File: config.mk
export PLATFORM = sky130hd
export DESIGN_NAME = bte_ram
export DESIGN_NICKNAME = d
export VERILOG_FILES = /design/src/sv/bf_tape_machine_executor_assert.svh /design/src/sv/bte_ram.sv
export SDC_FILE = /design/constraint.sdc
export NUM_CORES = 2
export LEC_CHECK = 0
export BUFFER_PORTS_ARGS = -buffer_cell sky130_fd_sc_hd__buf_2
export CAP_MARGIN = 20
export CORE_ASPECT_RATIO = 2
export CORE_MARGIN = 1.5
export CORE_UTILIZATION = 30
export DETAILED_ROUTE_END_ITERATION = 12
export MAX_ROUTING_LAYER = met4
export SLEW_MARGIN = 20
export SYNTH_ARGS = -nofsm -noshare
export SYNTH_HDL_FRONTEND = slang
export SYNTH_SLANG_ARGS = --single-unit
export TNS_END_PERCENT = 30
File: constraint.sdc
create_clock -name clk -period 4.3 [get_ports clk]
set_input_delay 0.215 -clock clk [delete_from_list [all_inputs] [get_ports clk]]
set_output_delay 0.215 -clock clk [all_outputs]
set_load 0.05 [all_outputs]
File: src/sv/bf_tape_machine_executor_assert.svh
// Assertion macros used by the tape machine executor RTL.
`ifndef BF_TAPE_MACHINE_EXECUTOR_ASSERT_SVH
`define BF_TAPE_MACHINE_EXECUTOR_ASSERT_SVH

// Same-cycle implication, checked outside reset.
`define BTE_ASSERT_NOW(label, clk, rst_n, ante, cons, msg) \
  label: assert property (@(posedge clk) disable iff (!rst_n) (ante) |-> (cons)) \
    else $error(msg);

// Next-cycle implication, checked outside reset.
`define BTE_ASSERT_NEXT(label, clk, rst_n, ante, cons, msg) \
  label: assert property (@(posedge clk) disable iff (!rst_n) (ante) |=> (cons)) \
    else $error(msg);

`endif

File: src/sv/bte_ram.sv
// Generic single-port-write, single-port-read RAM with registered read data.
module bte_ram #(
  parameter int WIDTH = 8,
  parameter int DEPTH = 256
) (
  input  logic                     clk,
  input  logic                     we,
  input  logic [$clog2(DEPTH)-1:0] waddr,
  input  logic [WIDTH-1:0]         wdata,
  input  logic                     re,
  input  logic [$clog2(DEPTH)-1:0] raddr,
  output logic [WIDTH-1:0]         rdata
);

  logic [WIDTH-1:0] mem [DEPTH];
  logic [WIDTH-1:0] rdata_r;

  always_ff @(posedge clk) begin
    if (we) begin
      mem[waddr] <= wdata;
    end
    if (re) begin
      rdata_r <= mem[raddr];
    end
  end

  assign rdata = rdata_r;

endmodule

* Yosys cells after proc, flatten, opt, wreduce, memory -nomap -nowiden
Memory sizes are Yosys's and may differ from the RTL's. A register that Yosys moved wholly into a read port is not among the register bits. Cells that the tools add are included.
Cells by class: muxes and demuxes 2
Operator list (number):
- $mux W1 | 2
Word-level totals: RAM bits 2048, output and inout bits 8, bits of input ports 27, register bits after elaboration 0, memories 1
Memory list:
- mem | depth 256, bits a word 8, read ports 1, clocked after memory_dff 1, write ports 1, RTL line bte_ram.sv:15 | logic [WIDTH-1:0] mem [DEPTH];

* Longest topological paths before layout
depth in word-level cells 2, mapped depth 11, depth with buffers taken out 6

* Worst setup path before layout
Ideal clock, no wire load.
path kind in2reg, from input port raddr[0], to register rdata_r[2], in the netlist rdata[2], read port of mem, data pin, path slack 2.009 ns, cell stages on the path 9, data arrival time 2.022 ns, cells stage by stage buf_6 buf_12 buf_8 buf_2 mux4_2 a22oi_1 a21oi_1 nor4_1 nor4_2
RTL lines:
- start, declared | RTL line bte_ram.sv:11 | input logic [$clog2(DEPTH)-1:0] raddr,
- end, declared | RTL line bte_ram.sv:16 | logic [WIDTH-1:0] rdata_r;

==> metrics.md <==
| Metric | Value |
|---|---|
| Ports | 35 |
| First-pass GRT wire length | 308000 um |
| H-tree Lvls | 4 |
| RSZ-0062 raised after global routing | no |
| Reg2Reg Depth | 6 |
| Layout Nets | 3970 |
| Placement Rows | 267 |
| Slew HR | 22.1% |
| RD Place Congestion | 0.865 |
| P per Cell Area | 434 mW/mm^2 |
| Fraction of layout cells with a size suffix above 1 | 24.0% |
| Clock insertion delay at the later pin of the skew report | around 0.83 ns |
| TritonCTS Buffers | 164 |
| DRT iter0 DRCs | 3372 |
| Hold path depth | 1 |
| CTS root buf | clkbuf_16 |
| Top delay family on crit path | compound AO/OA/AOI/OAI gates |
| Reg-to-Reg Start | mem[43][5]$_DFFE_PP_ |
| Cell taking the most area after synthesis | edfxtp_1 |
| Seq/Total Area, Yosys | 77.5% |
| Fillers | approximately 24000 |
| Seq pwr share | between 50% and 60% |
| Top cells by area, synth | edfxtp_1, mux4_2, mux2i_1 |
| Die span in y | roughly 730 um |
| Cell with the most instances after synthesis | edfxtp_1 |
| Worst Hold Class | in -> reg |
| GRT Overall Usage | 16.5% |
| Hold_sp | wdata[4] |
| CTS resizes | 0 |
| CP required | 4.85 ns |
| Vias post-DR | 38400 |
| Setup total negative slack | 0 ns |
| Max-cap violation count | 0 |
| Yosys warnings | 0 |
| Antenna viol nets, final | 0 |
| Synth cell types | 54 |
| Worst path cell trace | buf_8 -> buf_12 -> mux4_2 -> a21boi_0 -> nand4_1 -> a22oi_1 -> nor4_2 |
| Largest net degree at the start of global routing | about 130 |
| Register area | 0.0617 mm^2 |
| Final wirelength | 218000 um |
| Largest family of logic cells by synthesized area | multiplexers |
| Chip width | 367 um |
| Routed length per instance | 28.8 um |
| PortBufs | 34 |
| Final hold viol count | 0 |
| Worst-path maximum fanout | 66 |
| Core area | 0.264 mm^2 |
| Worst R2R End | rdata[5]$_DFFE_PP_ |
| Max Root-Sink Buffers | 4 |
| Setup crit start kind | primary input |
| Final hold slack | 0.0139 ns |
| DR DRC count | 0 |
| Worst slew pin tran | 1.17 ns |
| WP buf/inv | 2 |
| Yosys top cell area share | roughly 78% |
| DRT Pass-1 Iters | 5 |
| Fin crit share | 74.4% |
| Fraction of registers with async set/reset | 0% |
| Top_reg_cell synth | edfxtp_1 |
| Compound-cell area share of the yosys netlist | 3.42% |
| Via/cell ratio | slightly above 5 |
| Syn avg cell area | 21.3 um^2 |
| Initial Util | 30.1% |
| Post-route minimum period | 3.20 ns |
| Final-report max-slew violation count | 0 |
| Worst Skew | 0.0415 ns |
| Endpoints failing setup | 0 |
| Kind of critical path | in -> reg |
| Worst Hold Path EP | mem[40][4]$_DFFE_PP_ |
| Area Overhead vs Synth | 13.1% |
| Synth Area in Simple Gates | about 2.6% |
| Outcome | complete, no violations |
| CP startpoint | raddr[0] |
| Worst EP arrival | 3.75 ns |
| Antenna violations before repair | 17 |
| Static Leakage | 27.2 nW |
| Int Power | 30.6 mW |
| Synth cell count leaders | edfxtp_1, mux4_2, nor2_1, mux2i_1, a22oi_1 |
| Xor/xnor cell area share of the yosys netlist | 0% |
| Register bit total from synthesis | 2056 |
| Syn Nets | 3760 |
| Sink Count | approximately 2000 |
| Post-DP HPWL | between 100000 and 150000 um |
| Vias in the first global route | 41100 |
| Comb power frac | 5.5% |
| Worst-path clk slew | ~0.080 ns |
| Mux contribution to synthesized area | 14.6% |
| Setup repair bufs after CTS | 0 |
| Clock Power Share | between 30% and 40% |
| Mapped Cells | 3733 |
| Reg2reg setup slack | roughly 1.1 ns |
| Multi-input logic area | 0.0165 mm^2 |
| Post-synth EDFFs | 2056 |
| Max frequency | 313 MHz |
| Adder-cell share of the synthesized area | 0% |
| CP Capture Type | flop |
| Crit path largest cell delay | 0.93 ns |
| Power, Total | 39.1 mW |
| Die footprint | 0.269 mm^2 |
| Peak supply drop | 262 uV |
| Total congestion overflow | 0 |
| Slowest-stage cell, CP | a22oi_1 |
| Net Sw Frac | 21.8% |
| Mapped Area | 0.0796 mm^2 |
| CTS tree | done |
| Sw Pwr | ~8.5 mW |
-- final cells by class --
class,count,area share (%)
Antenna cell,7,0.0194
Clock buffer,196,4.78
Clock inverter,81,0.762
Inverter,2,0.00833
Multi-Input combinational cell,1442,18.3
Sequential cell,2056,68.5
Tap cell,3497,4.86
Timing Repair Buffer,277,2.70
-- metrics by stage --
stage | utilization [%] | std cells | worst slack (ns) | area (um^2)
finish | 34.1 | 7558 | 1.10 | 90100
global route | 34.1 | 7558 | 1.13 | 90100
CTS | 34.1 | 7551 | 1.12 | 90100
detailed placement | 32.2 | 7269 | 0.302 | 85000
global placement | 32.2 | 7268 | 0.0794 | 85000
floorplan | - | 3733 | 2.01 | 79600
-- cell usage in the layout (no fill, tap or decap), drive strengths merged, types with 5 or more instances in the layout --
cell         count
and2             6
nand4           10
o21ai           12
dlygate4sd3      5
nor3            22
nand2           33
o22a             5
a2111oi          5
nand3           34
o32ai            5
nor4            27
o211ai          10
mux4           456
clkbuf         201
o22ai           28
a22oi          133
o221ai          47
a22o             8
diode            7
clkinv          61
bufinv          10
clkinvlp         8
nor2           282
a21oi           96
nor2b           31
a211oi          16
nand2b           8
mux2i          134
a221oi          14
buf            267
edfxtp        2056
-- worst max path at each step --
stage | to | cells past startpoint
after floorplan | rdata[2]$_DFFE_PP_ | 9
after global placement | rdata[0]$_DFFE_PP_ | 10
after detailed placement | rdata[6]$_DFFE_PP_ | 7
after CTS | rdata[1]$_DFFE_PP_ | 6
after global routing | rdata[6]$_DFFE_PP_ | 7
final | rdata[6]$_DFFE_PP_ | 7
-- state kept, by name, indices dropped and copies added, names as in the netlist --
| register | count |
|---|---|
| mem | 2048 |
| rdata | 8 |
-- layer usage --
layer,track usage (%),share of wire (%),vias to the layer above
met2,31.0,56,1274
met5,-,0,-
li1,-,-,16100
met3,1.88,4.3,453
met4,10.3,7.3,0
met1,15.9,32,20600
-- logic make-up after synthesis --
group                  after synthesis
and+or+nand+nor                    466
buffers and inverters              235
DFF                               2056
muxes                              591
AOI/OAI and AO/OA                  385
-- power groups by stage --
stage          combinational (mW)  sequential, mW  clock, mW
3_5_place_dp                 2.18            22.6          0
4_1_cts                      2.19            22.1       15.1
2_1_floorplan                1.07            22.6          0
5_1_grt                      2.25            22.1       15.7
6_report                     2.16            22.1       14.8
3_3_place_gp                 2.15            22.6          0
-- repair_timing --
action / in CTS / in global routing
hold endpoints to repair: 223 / 0
endpoints found under the setup margin: 0 / 0
hold buffers: 5 / 0
Note: power is estimated with default switching activity, not from simulation.
