$ cat src/sv/bf_tape_machine_executor_assert.svh
// Assertion macros used by the tape machine executor RTL.
`ifndef BF_TAPE_MACHINE_EXECUTOR_ASSERT_SVH
`define BF_TAPE_MACHINE_EXECUTOR_ASSERT_SVH

// Same-cycle implication, checked outside reset.
`define BTE_ASSERT_NOW(label, clk, rst_n, ante, cons, msg) \
  label: assert property (@(posedge clk) disable iff (!rst_n) (ante) |-> (cons)) \
    else $error(msg);

// Next-cycle implication, checked outside reset.
`define BTE_ASSERT_NEXT(label, clk, rst_n, ante, cons, msg) \
  label: assert property (@(posedge clk) disable iff (!rst_n) (ante) |=> (cons)) \
    else $error(msg);

`endif

$ cat src/sv/bte_pkg.sv
// Shared constants, types and codes of the tape machine executor.
package bte_pkg;

  localparam int CELL_BITS  = 8;
  localparam int TAPE_DEPTH = 32768;   // power of two: pointer wraps by truncation
  localparam int PC_BITS    = 16;
  localparam int DP_BITS    = $clog2(TAPE_DEPTH);

  typedef logic [CELL_BITS-1:0] cell_t;
  typedef logic [DP_BITS-1:0]   dp_t;
  typedef logic [PC_BITS-1:0]   pc_t;

  typedef enum logic [3:0] {
    OP_RIGHT   = 4'd0,
    OP_LEFT    = 4'd1,
    OP_ADD     = 4'd2,
    OP_SUB     = 4'd3,
    OP_JZ      = 4'd4,
    OP_JNZ     = 4'd5,
    OP_CLEAR   = 4'd6,
    OP_MODEON  = 4'd7,
    OP_MODEOFF = 4'd8,
    OP_PUTCHAR = 4'd9,
    OP_GETCHAR = 4'd10,
    OP_PUTNUM  = 4'd11,
    OP_GETNUM  = 4'd12
  } opcode_t;

  typedef enum logic [1:0] {
    KIND_NONE = 2'd0,
    KIND_CHAR = 2'd1,
    KIND_NUM  = 2'd2,
    KIND_RUN  = 2'd3
  } kind_t;

  // Instruction held in the execute stage, with the pointer and mode it sees.
  typedef struct packed {
    opcode_t     op;
    logic [15:0] operand;
    logic [15:0] pc;
    logic [7:0]  in_value;
    dp_t         dp;
    logic        mode;
  } exe_item_t;

  typedef struct packed {
    logic [15:0] next_pc;
    kind_t       kind;
    logic [7:0]  value;
    logic [15:0] repeat_cnt;
    logic        to_cmd;
    logic [15:0] read_count;
  } exe_result_t;

  typedef struct packed {
    logic  we;
    cell_t data;
  } tape_wr_t;

endpackage

$ cat src/sv/bte_exec.sv
// Execute stage: result fields and cell write-back for one instruction.
module bte_exec (
  input  bte_pkg::exe_item_t   item,
  input  bte_pkg::cell_t       cell_val,
  output bte_pkg::exe_result_t res,
  output bte_pkg::tape_wr_t    wr
);

  logic cell_zero;
  logic is_io;

  assign cell_zero = (cell_val == '0);

  always_comb begin
    res            = '0;
    wr             = '0;
    res.next_pc    = 16'(bte_pkg::pc_t'(item.pc + 16'd1));
    res.kind       = bte_pkg::KIND_NONE;
    is_io          = 1'b0;
    unique case (item.op) inside
      bte_pkg::OP_ADD: begin
        wr.we   = 1'b1;
        wr.data = bte_pkg::cell_t'(cell_val + bte_pkg::cell_t'(item.operand));
      end
      bte_pkg::OP_SUB: begin
        wr.we   = 1'b1;
        wr.data = bte_pkg::cell_t'(cell_val - bte_pkg::cell_t'(item.operand));
      end
      bte_pkg::OP_JZ: begin
        if (cell_zero) begin
          res.next_pc = 16'(bte_pkg::pc_t'(item.operand));
        end
      end
      bte_pkg::OP_JNZ: begin
        if (!cell_zero) begin
          res.next_pc = 16'(bte_pkg::pc_t'(item.operand));
        end
      end
      bte_pkg::OP_CLEAR: begin
        wr.we   = 1'b1;
        wr.data = '0;
      end
      bte_pkg::OP_PUTCHAR, bte_pkg::OP_PUTNUM: begin
        is_io = 1'b1;
        if (item.op == bte_pkg::OP_PUTCHAR && item.mode && cell_zero) begin
          // command mode, empty cell: ask for the buffered command to run
          res.kind       = bte_pkg::KIND_RUN;
          res.repeat_cnt = 16'd1;
        end else begin
          if (item.op == bte_pkg::OP_PUTCHAR) begin
            res.kind = bte_pkg::KIND_CHAR;
          end else begin
            res.kind = bte_pkg::KIND_NUM;
          end
          res.value      = 8'(cell_val);
          res.repeat_cnt = item.operand;
        end
      end
      bte_pkg::OP_GETCHAR, bte_pkg::OP_GETNUM: begin
        is_io          = 1'b1;
        res.read_count = item.operand;
        wr.we          = (item.operand != 16'd0);
        wr.data        = bte_pkg::cell_t'(item.in_value);
      end
      default: begin
      end
    endcase
    res.to_cmd = is_io & item.mode;
  end

endmodule
$ cat config.mk
export PLATFORM = sky130hd
export DESIGN_NAME = bte_exec
export DESIGN_NICKNAME = d
export VERILOG_FILES = /design/src/sv/bf_tape_machine_executor_assert.svh /design/src/sv/bte_pkg.sv /design/src/sv/bte_exec.sv
export SDC_FILE = /design/constraint.sdc
export NUM_CORES = 1
export LEC_CHECK = 0
export BUFFER_PORTS_ARGS = -buffer_cell sky130_fd_sc_hd__buf_4
export CAP_MARGIN = 10
export CORE_ASPECT_RATIO = 1.5
export CORE_MARGIN = 5
export CORE_UTILIZATION = 43
export DETAILED_ROUTE_END_ITERATION = 12
export PLACE_DENSITY = 0.95
export SETUP_SLACK_MARGIN = 0.05
export SLEW_MARGIN = 20
export SYNTH_ARGS = -nofsm -noshare
export SYNTH_HDL_FRONTEND = slang
export SYNTH_SLANG_ARGS = --single-unit
$ cat constraint.sdc
create_clock -name vclk -period 5.34
set_input_delay 0.267 -clock vclk [all_inputs]
set_output_delay 0.267 -clock vclk [all_outputs]
set_load 0.02 [all_outputs]
Word-level counts from Yosys, hierarchy flattened --
Cells that the tools add are included. W data, S select, Z words.
Operators by class: $add $sub $neg 3, multipliers 0, div/mod/pow operators 0, $lt $le $gt $ge 0, eq/ne operators 9, shift operators 0, muxes and demuxes 11, bitwise logic cells 1, reduce and logical (&&, ||, !) cells 7
Operators with widths (count):
- $mux W16 | 4
- $pmux W9 S4 | 1
- $pmux W16 S2 | 1
- $mux W26 | 1
- $add A16 B1 Y16 const B | 1
- $eq A4 B4 Y1 const B | 4
- $reduce_bool A16 Y1 | 1
- $eq A4 B3 Y1 const B | 3
- $add A8 B8 Y8 | 1
- $eq A4 B2 Y1 const B | 2
- $logic_not A8 Y1 | 1
- $mux W8 | 1
- $sub A8 B8 Y8 | 1
- $mux W2 | 2
- $reduce_or A2 Y1 | 2
- $reduce_or A4 Y1 | 1
- $logic_and A1 B1 Y1 | 2
- $and A1 B1 Y1 | 1
- $mux W1 | 1
Word-level totals: flip-flop bits (word level) 0, bits in latches 0, RAM bits 0, memory bits (read-only) 0, input bits 68, output and inout port bits 68, word-level logic and storage cells 31, memories kept 0

Depth between registers and ports, before layout --
Gate-level depths: netlist (run 1).
word-level depth 5, mapped depth 11, depth with buffers taken out 11

Worst setup path after synthesis (run 1) --
Ideal clock, no wire load.
path type input port to output port, from input item[59] (netlist name), to output wr[6] (netlist name), arrival time 2486 ps, required time 5073 ps, path slack 2587 ps, stages on the path 10, path buffers 1, cells stage by stage clkbuf_2 -> and4bb_2 -> mux2i_1 -> inv_1 -> fa_1 -> nor2b_1 -> o21ai_0 -> a21oi_1 -> nor4_1 -> o31ai_1
RTL lines:
- start, declared | line bte_exec.sv:3 | input bte_pkg::exe_item_t item,
- end, declared | line bte_exec.sv:6 | output bte_pkg::tape_wr_t wr

==> results of run 1 <==
-- power by group through the flow --
| stage | sequential, mW | clock [mW] | combinational (mW) |
|---|---|---|---|
| 2_1_floorplan | 0 | 0 | 0.124 |
| 3_3_place_gp | 0 | 0 | 0.218 |
| 3_5_place_dp | 0 | 0 | 0.224 |
| 4_1_cts | 0 | 0 | 0.225 |
| 5_1_grt | 0 | 0 | 0.243 |
| 6_report | 0 | 0 | 0.224 |
-- cell type report --
type                       count  area share
multi-input combinational    208       0.584
tap                           42      0.0217
inverter                      10      0.0155
timing repair buffer         122       0.379
-- metrics by stage --
step                       util  instance area, µm²
after detailed placement  0.708                2420
after global placement    0.708                2420
after CTS                 0.708                2420
after global routing      0.708                2420
after floorplan               -                1520
final                     0.708                2420
-- Yosys cell counts, drive strengths merged (3+ instances only) --
cell	number	area (µm²)
nor4	8	80.1
xnor2	16	140
o21a	3	22.5
nand2	19	71.3
nand4	4	25.0
inv	10	37.5
nor2	32	158
buf	4	38.8
ha	9	113
and2	38	238
o21ai	14	73.8
a21oi	21	161
xor2	9	78.8
clkbuf	7	27.5
nor3	7	35.0
nand3	8	40.0
-- metal layers --
metal | routed length [µm] | up-vias
met2 | 3170 | 95
met3 | 427 | 19
met4 | 197 | 0
li1 | - | 1009
met5 | 0 | -
met1 | 1940 | 923
-- cells by family after synthesis --
kind of cell | count (synthesis)
AO/OA/AOI/OAI | 47
XOR/XNOR | 25
adder cells (fa/ha/maj) | 10
buffers and inverters | 21
multiplexers | 1
AND/OR/NAND/NOR | 125
-- how the worst min path moves through the flow --
stage                         from  endpoint
after floorplan           item[24]   res[43]
after global placement    item[24]   res[43]
after detailed placement  item[24]   res[43]
after CTS                 item[24]   res[43]
after global routing      item[24]   res[43]
final                     item[24]   res[43]
==> report_table.html, run 1 <==
<table>
<tr><th>Metric</th><th>Value</th></tr>
<tr><th colspan="2">Run status</th></tr>
<tr><td>Status</td><td>finished clean</td></tr>
<tr><th colspan="2">Cells and area</th></tr>
<tr><td>Fraction of final layout cells with drive strength greater than 1</td><td>0.459</td></tr>
<tr><td>Final antenna diode count</td><td>0</td></tr>
<tr><td>Area of all sequential standard cells</td><td>0 µm²</td></tr>
<tr><td>Post-layout net count</td><td>420</td></tr>
<tr><td>Filler-free cell count of the finished design</td><td>382</td></tr>
<tr><td>Clock buffer count in the final layout</td><td>0</td></tr>
<tr><td>Top library cells by usage in the layout, fill and taps aside</td><td>sky130_fd_sc_hd__buf_4, sky130_fd_sc_hd__and2_1, sky130_fd_sc_hd__nor2_1, sky130_fd_sc_hd__nand2_1, sky130_fd_sc_hd__xnor2_1</td></tr>
<tr><td>Fillcell total</td><td>271</td></tr>
<tr><td>Synth-to-Final Area Change</td><td>59.5%</td></tr>
<tr><td>Number of sequential cells</td><td>0</td></tr>
<tr><td>Leading cell type in the layout, fill and taps excluded</td><td>sky130_fd_sc_hd__buf_4</td></tr>
<tr><td>Multi-input gate area</td><td>1410 µm²</td></tr>
<tr><th colspan="2">Clocking</th></tr>
<tr><td>Postcts setup bufs</td><td>0</td></tr>
<tr><td>Post_cts resized</td><td>0</td></tr>
<tr><td># hold bufs at CTS</td><td>0</td></tr>
<tr><th colspan="2">Place</th></tr>
<tr><td>Post-Place Setup Slack</td><td>2.41 ns</td></tr>
<tr><td>Total of buffers placed on input and output ports</td><td>121</td></tr>
<tr><td>RePlAce Congestion</td><td>0.938</td></tr>
<tr><td>Total instance count after detailed placement</td><td>382</td></tr>
<tr><td>Detailed placer's ending HPWL</td><td>4930 µm</td></tr>
<tr><th colspan="2">STA</th></tr>
<tr><td>Post-layout minimum cycle time</td><td>2.93 ns</td></tr>
<tr><td>Worst Slack Setup Final</td><td>2.41 ns</td></tr>
<tr><td>Final Slew Violations</td><td>0</td></tr>
<tr><td>Fin crit share</td><td>0.549</td></tr>
<tr><td>Setup repair after global routing missed its margin</td><td>false</td></tr>
<tr><td>Endpoints failing setup</td><td>0</td></tr>
<tr><td>Setup TNS after final layout</td><td>0 ns</td></tr>
<tr><td>Final hold slack</td><td>0.827 ns</td></tr>
<tr><td>Maximum clock frequency</td><td>0.341 GHz</td></tr>
<tr><td>Slew of the pin with the lowest slew margin</td><td>0.809 ns</td></tr>
<tr><td>Worst-case headroom to the max-slew limit</td><td>0.459</td></tr>
<tr><td>Number of failing hold endpoints at the final stage</td><td>0</td></tr>
<tr><th colspan="2">Synth</th></tr>
<tr><td>Total number of yosys warnings</td><td>0</td></tr>
<tr><td>Largest family of logic cells by synthesized area</td><td>simple AND/OR/NAND/NOR gates</td></tr>
<tr><td>Mean instance size in the synthesized netlist</td><td>6.62 µm²</td></tr>
<tr><td>Post-Synth Simple-Gate Area</td><td>0.469</td></tr>
<tr><td>Distinct cell type count of the synthesized netlist</td><td>39</td></tr>
<tr><td>Net count after synthesis</td><td>307</td></tr>
<tr><td>Portion of netlist area occupied by mux cells</td><td>0.00660</td></tr>
<tr><td>Synthesized-area fraction occupied by ao, oa, aoi and oai cells</td><td>0.224</td></tr>
<tr><td>Adder-cell share of the synthesized area</td><td>0.0875</td></tr>
<tr><td>Sequential fraction of the synthesis area</td><td>0</td></tr>
<tr><td>Xor/xnor cell area share of the yosys netlist</td><td>0.144</td></tr>
<tr><td>Synthesized netlist cell count</td><td>229</td></tr>
<tr><td>Cell area after technology mapping</td><td>1520 µm²</td></tr>
<tr><th colspan="2">Global route</th></tr>
<tr><td>Number of global-route vias before repair</td><td>2066</td></tr>
<tr><td>Met1 global-route usage</td><td>0.235</td></tr>
<tr><td>Layer with the highest usage</td><td>met2</td></tr>
<tr><td>Maximum number of pins on one net before global-route repair</td><td>33</td></tr>
<tr><td>Grt total ovfl</td><td>0</td></tr>
<tr><td>M2 GR Usage</td><td>0.464</td></tr>
<tr><td>GRT Util Overall</td><td>0.229</td></tr>
<tr><td>Met3 Usage GRT</td><td>0.0233</td></tr>
<tr><td>Global-route wire length before repair</td><td>8940 µm</td></tr>
<tr><td>Number of antenna violations at the first check in global routing</td><td>0</td></tr>
<tr><th colspan="2">Worst setup path</th></tr>
<tr><td>Worst endpoint required time</td><td>5.07 ns</td></tr>
<tr><td>Setup crit end kind</td><td>primary output</td></tr>
<tr><td>Number of cells on the critical path</td><td>10</td></tr>
<tr><td>Setup crit end</td><td>wr[5]</td></tr>
<tr><td>Launch point of the critical path</td><td>item[59]</td></tr>
<tr><td>Crit-path max FO</td><td>9</td></tr>
<tr><td>Start-to-end type of the worst setup path</td><td>in2out</td></tr>
<tr><td>Most Frequent Cell on Critical Path</td><td>sky130_fd_sc_hd__buf_4</td></tr>
<tr><td>Arrival time reported for the critical path endpoint</td><td>2.67 ns</td></tr>
<tr><td>Worst path cell trace</td><td>buf_4 &gt; and4bb_2 &gt; mux2i_1 &gt; ha_1 &gt; nor2b_1 &gt; o31a_1 &gt; o21a_1 &gt; or3_1 &gt; a32o_1 &gt; buf_4</td></tr>
<tr><td>Kind of start point of the critical path</td><td>primary input</td></tr>
<tr><td>Slowest-stage cell, CP</td><td>sky130_fd_sc_hd__and4bb_2</td></tr>
<tr><td>Kind of cell adding the most delay to the critical path</td><td>simple AND/OR/NAND/NOR gates</td></tr>
<tr><td>Delay of the slowest critical-path stage</td><td>0.36 ns</td></tr>
<tr><td>Combined buffer and inverter count along the critical path</td><td>2</td></tr>
<tr><th colspan="2">Power and ir drop</th></tr>
<tr><td>Register share of total power</td><td>0</td></tr>
<tr><td>Leak pwr</td><td>1.15 nW</td></tr>
<tr><td>Power per cell area</td><td>92.7 nW/µm²</td></tr>
<tr><td>Clock network fraction of design power</td><td>0</td></tr>
<tr><td>Proportion of power drawn by combinational gates</td><td>1.000</td></tr>
<tr><td>Largest voltage drop on the vdd net</td><td>64.7 µV</td></tr>
<tr><td>Net switching share of the total power</td><td>0.539</td></tr>
<tr><td>Switching power of the nets</td><td>0.121 mW</td></tr>
<tr><td>P_int</td><td>0.103 mW</td></tr>
<tr><td>Post-layout total power</td><td>0.224 mW</td></tr>
<tr><th colspan="2">Worst hold path</th></tr>
<tr><td>Hold/Removal Path Class</td><td>in2out</td></tr>
<tr><td>Hold Path Stages</td><td>3</td></tr>
<tr><th colspan="2">Routing</th></tr>
<tr><td>Avg WL per Cell</td><td>15.0 µm</td></tr>
<tr><td>Detailed-route DRC error count</td><td>0</td></tr>
<tr><td>Number of DRC markers after the initial detailed-route iteration</td><td>31</td></tr>
<tr><td>Pre-antenna DRT Iters</td><td>4</td></tr>
<tr><td>Via-to-Cell Ratio</td><td>5.36</td></tr>
<tr><td>Total routed wirelength</td><td>5730 µm</td></tr>
<tr><td>Vias</td><td>2046</td></tr>
<tr><td>Residual antenna-violating net count after detailed routing</td><td>0</td></tr>
<tr><th colspan="2">Flow run</th></tr>
<tr><td># Max-Cap Violations</td><td>0</td></tr>
<tr><th colspan="2">Floorplanning</th></tr>
<tr><td>Number of cell rows</td><td>26</td></tr>
<tr><td>Area of the core</td><td>3420 µm²</td></tr>
<tr><td>Effective utilization at floorplan</td><td>0.444</td></tr>
<tr><td>Die Wd</td><td>58.5 µm</td></tr>
<tr><td>I/O pin cnt</td><td>136</td></tr>
<tr><td>Area of the die</td><td>4840 µm²</td></tr>
<tr><td>Chip height</td><td>82.7 µm</td></tr>
</table>
(Power assumes the default switching activity.)
==> inputs of run 2 (changes only) <==
CORE_UTILIZATION = 36   (was 43)
PLACE_DENSITY = 0.87   (was 0.95)
clock period = 2.58 ns   (was 5.34 ns; I/O delays follow)
==> run 2 against run 1 <==
Against the previous run: wire length grew 1.8%; critical path depth is the same; non-clock buffer count grew 7; final cell count grew 2.9%; sequential share of layout area is the same.
==> report_table.html, run 2 (synthesized netlist as in run 1, its figures left out) <==
<table>
<tr><th>Metric</th><th>Value</th></tr>
<tr><th colspan="2">Worst setup path</th></tr>
<tr><td>Start-to-end type of the worst setup path</td><td>in2out</td></tr>
<tr><td>Setup crit end</td><td>wr[5]</td></tr>
<tr><td>Kind of start point of the critical path</td><td>primary input</td></tr>
<tr><td>Number of cells on the critical path</td><td>10</td></tr>
<tr><td>Setup crit end kind</td><td>primary output</td></tr>
<tr><td>Crit-path max FO</td><td>5</td></tr>
<tr><td>Worst endpoint required time</td><td>2.45 ns</td></tr>
<tr><td>Arrival time reported for the critical path endpoint</td><td>2.39 ns</td></tr>
<tr><td>Worst path cell trace</td><td>buf_8 &gt; and4bb_2 &gt; mux2i_2 &gt; ha_1 &gt; nor2b_4 &gt; o31a_1 &gt; o21a_1 &gt; or3_1 &gt; a32o_1 &gt; buf_6</td></tr>
<tr><td>Kind of cell adding the most delay to the critical path</td><td>simple AND/OR/NAND/NOR gates</td></tr>
<tr><td>Launch point of the critical path</td><td>item[58]</td></tr>
<tr><td>Combined buffer and inverter count along the critical path</td><td>2</td></tr>
<tr><td>Delay of the slowest critical-path stage</td><td>0.34 ns</td></tr>
<tr><td>Slowest-stage cell, CP</td><td>sky130_fd_sc_hd__and4bb_2</td></tr>
<tr><th colspan="2">STA</th></tr>
<tr><td>Maximum clock frequency</td><td>0.397 GHz</td></tr>
<tr><td>Worst Slack Setup Final</td><td>0.0625 ns</td></tr>
<tr><td>Worst-case headroom to the max-slew limit</td><td>0.516</td></tr>
<tr><td>Setup repair after global routing missed its margin</td><td>true</td></tr>
<tr><td>Endpoints failing setup</td><td>0</td></tr>
<tr><td>Post-layout minimum cycle time</td><td>2.52 ns</td></tr>
<tr><td>Number of failing hold endpoints at the final stage</td><td>0</td></tr>
<tr><td>Slew of the pin with the lowest slew margin</td><td>0.724 ns</td></tr>
<tr><td>Final hold slack</td><td>0.547 ns</td></tr>
<tr><td>Fin crit share</td><td>0.976</td></tr>
<tr><td>Setup TNS after final layout</td><td>0 ns</td></tr>
<tr><td>Final Slew Violations</td><td>0</td></tr>
<tr><th colspan="2">Routing</th></tr>
<tr><td>Via-to-Cell Ratio</td><td>5.23</td></tr>
<tr><td>Vias</td><td>2055</td></tr>
<tr><td>Detailed-route DRC error count</td><td>0</td></tr>
<tr><td>Avg WL per Cell</td><td>14.9 µm</td></tr>
<tr><td>Total routed wirelength</td><td>5840 µm</td></tr>
<tr><td>Pre-antenna DRT Iters</td><td>4</td></tr>
<tr><td>Number of DRC markers after the initial detailed-route iteration</td><td>56</td></tr>
<tr><td>Residual antenna-violating net count after detailed routing</td><td>0</td></tr>
<tr><th colspan="2">Flow run</th></tr>
<tr><td># Max-Cap Violations</td><td>0</td></tr>
<tr><th colspan="2">Cells and area</th></tr>
<tr><td>Synth-to-Final Area Change</td><td>66.7%</td></tr>
<tr><td>Top library cells by usage in the layout, fill and taps aside</td><td>sky130_fd_sc_hd__buf_4, sky130_fd_sc_hd__and2_1, sky130_fd_sc_hd__nand2_1</td></tr>
<tr><td>Post-layout net count</td><td>427</td></tr>
<tr><td>Number of sequential cells</td><td>0</td></tr>
<tr><td>Post-Layout Inst Area</td><td>2530 µm²</td></tr>
<tr><td>Fraction of final layout cells with drive strength greater than 1</td><td>0.490</td></tr>
<tr><td>Clock buffer count in the final layout</td><td>0</td></tr>
<tr><td>Area of all sequential standard cells</td><td>0 µm²</td></tr>
<tr><td>Leading cell type in the layout, fill and taps excluded</td><td>sky130_fd_sc_hd__buf_4</td></tr>
<tr><td>Fillcell total</td><td>386</td></tr>
<tr><td>Final antenna diode count</td><td>0</td></tr>
<tr><th colspan="2">Global route</th></tr>
<tr><td>Grt total ovfl</td><td>0</td></tr>
<tr><td>Number of antenna violations at the first check in global routing</td><td>0</td></tr>
<tr><td>Maximum number of pins on one net before global-route repair</td><td>33</td></tr>
<tr><td>Number of global-route vias before repair</td><td>1936</td></tr>
<tr><td>GRT Util Overall</td><td>0.185</td></tr>
<tr><td>Met3 Usage GRT</td><td>0.0390</td></tr>
<tr><td>M2 GR Usage</td><td>0.384</td></tr>
<tr><td>Global-route wire length before repair</td><td>8850 µm</td></tr>
<tr><td>Met1 global-route usage</td><td>0.194</td></tr>
<tr><td>Layer with the highest usage</td><td>met2</td></tr>
<tr><th colspan="2">Floorplanning</th></tr>
<tr><td>Area of the core</td><td>4170 µm²</td></tr>
<tr><td>Area of the die</td><td>5640 µm²</td></tr>
<tr><td>Die Wd</td><td>63.0 µm</td></tr>
<tr><td>Chip height</td><td>89.5 µm</td></tr>
<tr><td>Number of cell rows</td><td>29</td></tr>
<tr><td>I/O pin cnt</td><td>136</td></tr>
<tr><td>Effective utilization at floorplan</td><td>0.363</td></tr>
<tr><th colspan="2">Power and ir drop</th></tr>
<tr><td>Power per cell area</td><td>192 nW/µm²</td></tr>
<tr><td>Largest voltage drop on the vdd net</td><td>130 µV</td></tr>
<tr><td>Post-layout total power</td><td>0.485 mW</td></tr>
<tr><td>Leak pwr</td><td>1.20 nW</td></tr>
<tr><th colspan="2">Clocking</th></tr>
<tr><td># hold bufs at CTS</td><td>0</td></tr>
<tr><th colspan="2">Place</th></tr>
<tr><td>Total of buffers placed on input and output ports</td><td>121</td></tr>
<tr><td>Cell area reported after detailed placement</td><td>2460 µm²</td></tr>
<tr><td>Detailed placer's ending HPWL</td><td>4920 µm</td></tr>
<tr><td>RePlAce Congestion</td><td>0.822</td></tr>
<tr><td>Post-Place Setup Slack</td><td>0.0295 ns</td></tr>
<tr><th colspan="2">Run status</th></tr>
<tr><td>Status</td><td>finished clean</td></tr>
<tr><th colspan="2">Worst hold path</th></tr>
<tr><td>Hold/Removal Path Class</td><td>in2out</td></tr>
</table>
-- run 2: worst min path at each step --
stage                        start  endpoint  cells past startpoint
after floorplan           item[24]   res[43]                      1
after detailed placement  item[24]   res[43]                      3
after global routing      item[24]   res[43]                      3
after CTS                 item[24]   res[43]                      3
final                     item[24]   res[43]                      3
after global placement    item[24]   res[43]                      3
-- run 2: cell type report --
cell class,count,area [µm²],share of cell area
multi-input combinational,208,1450,0.572
timing repair buffer,129,987,0.391
tap,46,57.6,0.0228
inverter,10,37.5,0.0149
-- run 2: repair_timing --
| item | CTS | global route |
|---|---|---|
| gates resized for setup | 1 | 14 |
| pin swaps | 0 | 4 |
| setup endpoints to repair | 1 | 3 |
| buffers inserted | 0 | 2 |
-- run 2: stage by stage --
step	utilization	std cells
2_1_floorplan	-	229
3_3_place_gp	0.590	391
3_5_place_dp	0.590	391
4_1_cts	0.591	391
5_1_grt	0.606	393
6_report	0.606	393
-- run 2: power by group --
group / switching, mW / internal [mW]
registers: 0 / 0
logic: 0.256 / 0.229
clock network: 0 / 0
-- run 2: layer usage --
metal / routed length [µm] / vias to the layer above
li1: - / 1022
met1: 2030 / 947
met2: 3300 / 80
met3: 430 / 6
met4: 80 / 0
met5: 0 / -
==> inputs of run 3 (changes only) <==
CORE_UTILIZATION = 40   (was 36)
PLACE_DENSITY = 0.91   (was 0.87)
clock period = 2.45 ns   (was 2.58 ns; I/O delays follow)
==> run 3 against run 2 <==
Against the previous run: the flow now finishes with violations (negative setup slack); total power increased by 8.9%; core utilization increased by 9.2 points; count of clock-buffer cells in the layout unchanged; die area decreased by 8.7%; hold slack got worse by 0.014 ns; via count increased by 1.4%; wire length increased by 0.79%; largest power group unchanged.
==> report_table.html, run 3 (synthesized netlist as in run 1, its figures left out) <==
<table>
<tr><th>Metric</th><th>Value</th></tr>
<tr><th colspan="2">Run status</th></tr>
<tr><td>Status</td><td>complete, but fails checks</td></tr>
<tr><td>Violations in the final reports</td><td>negative setup slack</td></tr>
<tr><th colspan="2">STA</th></tr>
<tr><td>Slew of the pin with the lowest slew margin</td><td>0.469 ns</td></tr>
<tr><td>Post-layout minimum cycle time</td><td>2.50 ns</td></tr>
<tr><td>Maximum clock frequency</td><td>0.400 GHz</td></tr>
<tr><td>Worst-case headroom to the max-slew limit</td><td>0.687</td></tr>
<tr><td>Setup repair after global routing missed its margin</td><td>true</td></tr>
<tr><td>Final Slew Violations</td><td>0</td></tr>
<tr><td>Fin crit share</td><td>1.02</td></tr>
<tr><td>Worst Slack Setup Final</td><td>-0.0487 ns</td></tr>
<tr><td>Number of failing hold endpoints at the final stage</td><td>0</td></tr>
<tr><td>Endpoints failing setup</td><td>1</td></tr>
<tr><th colspan="2">Worst setup path</th></tr>
<tr><td>Crit-path max FO</td><td>3</td></tr>
<tr><td>Arrival time reported for the critical path endpoint</td><td>2.38 ns</td></tr>
<tr><td>Worst endpoint required time</td><td>2.33 ns</td></tr>
<tr><td>Start-to-end type of the worst setup path</td><td>in2out</td></tr>
<tr><td>Kind of start point of the critical path</td><td>primary input</td></tr>
<tr><td>Setup crit end kind</td><td>primary output</td></tr>
<tr><th colspan="2">Power and ir drop</th></tr>
<tr><td>P_int</td><td>0.252 mW</td></tr>
<tr><td>Register share of total power</td><td>0</td></tr>
<tr><td>Clock network fraction of design power</td><td>0</td></tr>
<tr><td>Proportion of power drawn by combinational gates</td><td>1.000</td></tr>
<tr><td>Leak pwr</td><td>1.24 nW</td></tr>
<tr><td>Power per cell area</td><td>205 nW/µm²</td></tr>
<tr><td>Net switching share of the total power</td><td>0.522</td></tr>
<tr><td>Largest voltage drop on the vdd net</td><td>160 µV</td></tr>
<tr><td>Switching power of the nets</td><td>0.275 mW</td></tr>
<tr><th colspan="2">Floorplanning</th></tr>
<tr><td>Number of cell rows</td><td>27</td></tr>
<tr><td>I/O pin cnt</td><td>136</td></tr>
<tr><td>Chip height</td><td>85.4 µm</td></tr>
<tr><td>Die Wd</td><td>60.3 µm</td></tr>
<tr><td>Area of the core</td><td>3680 µm²</td></tr>
<tr><td>Effective utilization at floorplan</td><td>0.412</td></tr>
<tr><td>Area of the die</td><td>5150 µm²</td></tr>
<tr><th colspan="2">Cells and area</th></tr>
<tr><td>Fraction of final layout cells with drive strength greater than 1</td><td>0.506</td></tr>
<tr><td>Top library cells by usage in the layout, fill and taps aside</td><td>sky130_fd_sc_hd__buf_4, sky130_fd_sc_hd__and2_1, sky130_fd_sc_hd__nor2_1, sky130_fd_sc_hd__nand2_1</td></tr>
<tr><td>Number of sequential cells</td><td>0</td></tr>
<tr><td>Synth-to-Final Area Change</td><td>69.4%</td></tr>
<tr><td>Area of all sequential standard cells</td><td>0 µm²</td></tr>
<tr><td>Final antenna diode count</td><td>0</td></tr>
<tr><td>Post-Layout Inst Area</td><td>2570 µm²</td></tr>
<tr><td>Leading cell type in the layout, fill and taps excluded</td><td>sky130_fd_sc_hd__buf_4</td></tr>
<tr><td>Utilization after layout</td><td>0.698</td></tr>
<tr><td>Clock buffer count in the final layout</td><td>0</td></tr>
<tr><td>Post-layout net count</td><td>432</td></tr>
<tr><th colspan="2">Routing</th></tr>
<tr><td>Via-to-Cell Ratio</td><td>5.28</td></tr>
<tr><td>Vias</td><td>2084</td></tr>
<tr><td>Total routed wirelength</td><td>5890 µm</td></tr>
<tr><td>Avg WL per Cell</td><td>14.9 µm</td></tr>
<tr><td>Pre-antenna DRT Iters</td><td>4</td></tr>
<tr><td>Number of DRC markers after the initial detailed-route iteration</td><td>37</td></tr>
<tr><td>Detailed-route DRC error count</td><td>0</td></tr>
<tr><td>Residual antenna-violating net count after detailed routing</td><td>0</td></tr>
<tr><th colspan="2">Global route</th></tr>
<tr><td>GRT Util Overall</td><td>0.219</td></tr>
<tr><td>Layer with the highest usage</td><td>met2</td></tr>
<tr><td>Number of antenna violations at the first check in global routing</td><td>0</td></tr>
<tr><td>Met1 global-route usage</td><td>0.237</td></tr>
<tr><td>Grt total ovfl</td><td>0</td></tr>
<tr><td>Global-route wire length before repair</td><td>9200 µm</td></tr>
<tr><td>Met3 Usage GRT</td><td>0.0304</td></tr>
<tr><td>Maximum number of pins on one net before global-route repair</td><td>33</td></tr>
<tr><td>Number of global-route vias before repair</td><td>2092</td></tr>
<tr><td>M2 GR Usage</td><td>0.425</td></tr>
<tr><th colspan="2">Worst hold path</th></tr>
<tr><td>Hold/Removal Path Class</td><td>in2out</td></tr>
<tr><td>Endpoint of the worst hold-timing path</td><td>res[43]</td></tr>
<tr><td>Worst Hold Launch</td><td>item[24]</td></tr>
<tr><td>Hold Path Stages</td><td>3</td></tr>
<tr><th colspan="2">Flow run</th></tr>
<tr><td># Max-Cap Violations</td><td>0</td></tr>
<tr><th colspan="2">Place</th></tr>
<tr><td>Detailed placer's ending HPWL</td><td>5060 µm</td></tr>
<tr><td>RePlAce Congestion</td><td>0.847</td></tr>
<tr><td>Cell area reported after detailed placement</td><td>2500 µm²</td></tr>
<tr><td>Total of buffers placed on input and output ports</td><td>121</td></tr>
</table>
[run 3: how the worst max path moves through the flow]
stage          startpoint     to
3_5_place_dp     item[59]  wr[5]
5_1_grt          item[41]  wr[7]
6_report         item[58]  wr[5]
4_1_cts          item[58]  wr[5]
3_3_place_gp     item[59]  wr[5]
2_1_floorplan    item[59]  wr[5]
[run 3: repair_timing]
item,4_1_cts,5_1_grt
gates resized for setup,3,12
endpoints found under the setup margin,3,4
hold buffers,0,0
pin swaps,2,8
hold endpoints to repair,0,0
buffers inserted,1,1
[run 3: final cells by class]
class / instances / area [µm²]
inverter: 10 / 37.5
timing repair buffer: 134 / 1020
fill: 308 / 1110
tap: 43 / 53.8
multi-input combinational: 208 / 1460
[run 3: routing by layer]
layer | up-vias | share of wire
met4 | 0 | 0.015
li1 | 1034 | -
met1 | 960 | 0.35
met3 | 10 | 0.068
met2 | 80 | 0.56
met5 | - | 0
[run 3: per-stage QoR]
| step | setup slack [ns] | total power, mW | hold slack [ns] | setup TNS (ns) | instances |
|---|---|---|---|---|---|
| finish | -0.0487 | 0.528 | 0.534 | -0.0487 | 395 |
| global route | -0.173 | 0.573 | 0.550 | -0.320 | 395 |
| CTS | -0.0663 | 0.507 | 0.536 | -0.107 | 394 |
| detailed placement | -0.108 | 0.499 | 0.535 | -0.113 | 393 |
| global placement | -0.0334 | 0.488 | 0.532 | -0.0334 | 393 |
| floorplan | 0.0963 | 0.272 | 0.317 | 0 | 229 |
[run 3: power by group through the flow]
stage | combinational, mW | clock (mW) | sequential, mW
after global routing | 0.573 | 0 | 0
final | 0.528 | 0 | 0
after detailed placement | 0.499 | 0 | 0
after floorplan | 0.272 | 0 | 0
after CTS | 0.507 | 0 | 0
after global placement | 0.488 | 0 | 0
[run 3: worst max-delay path: stages]
cell and delay [ns]:
sky130_fd_sc_hd__buf_6 0.09, sky130_fd_sc_hd__and4bb_2 0.34, sky130_fd_sc_hd__mux2i_2 0.25, sky130_fd_sc_hd__ha_1 0.27
sky130_fd_sc_hd__nor2b_4 0.13, sky130_fd_sc_hd__o31a_1 0.28, sky130_fd_sc_hd__o21a_1 0.19, sky130_fd_sc_hd__or3_1 0.31
sky130_fd_sc_hd__a32o_2 0.28, sky130_fd_sc_hd__buf_6 0.13
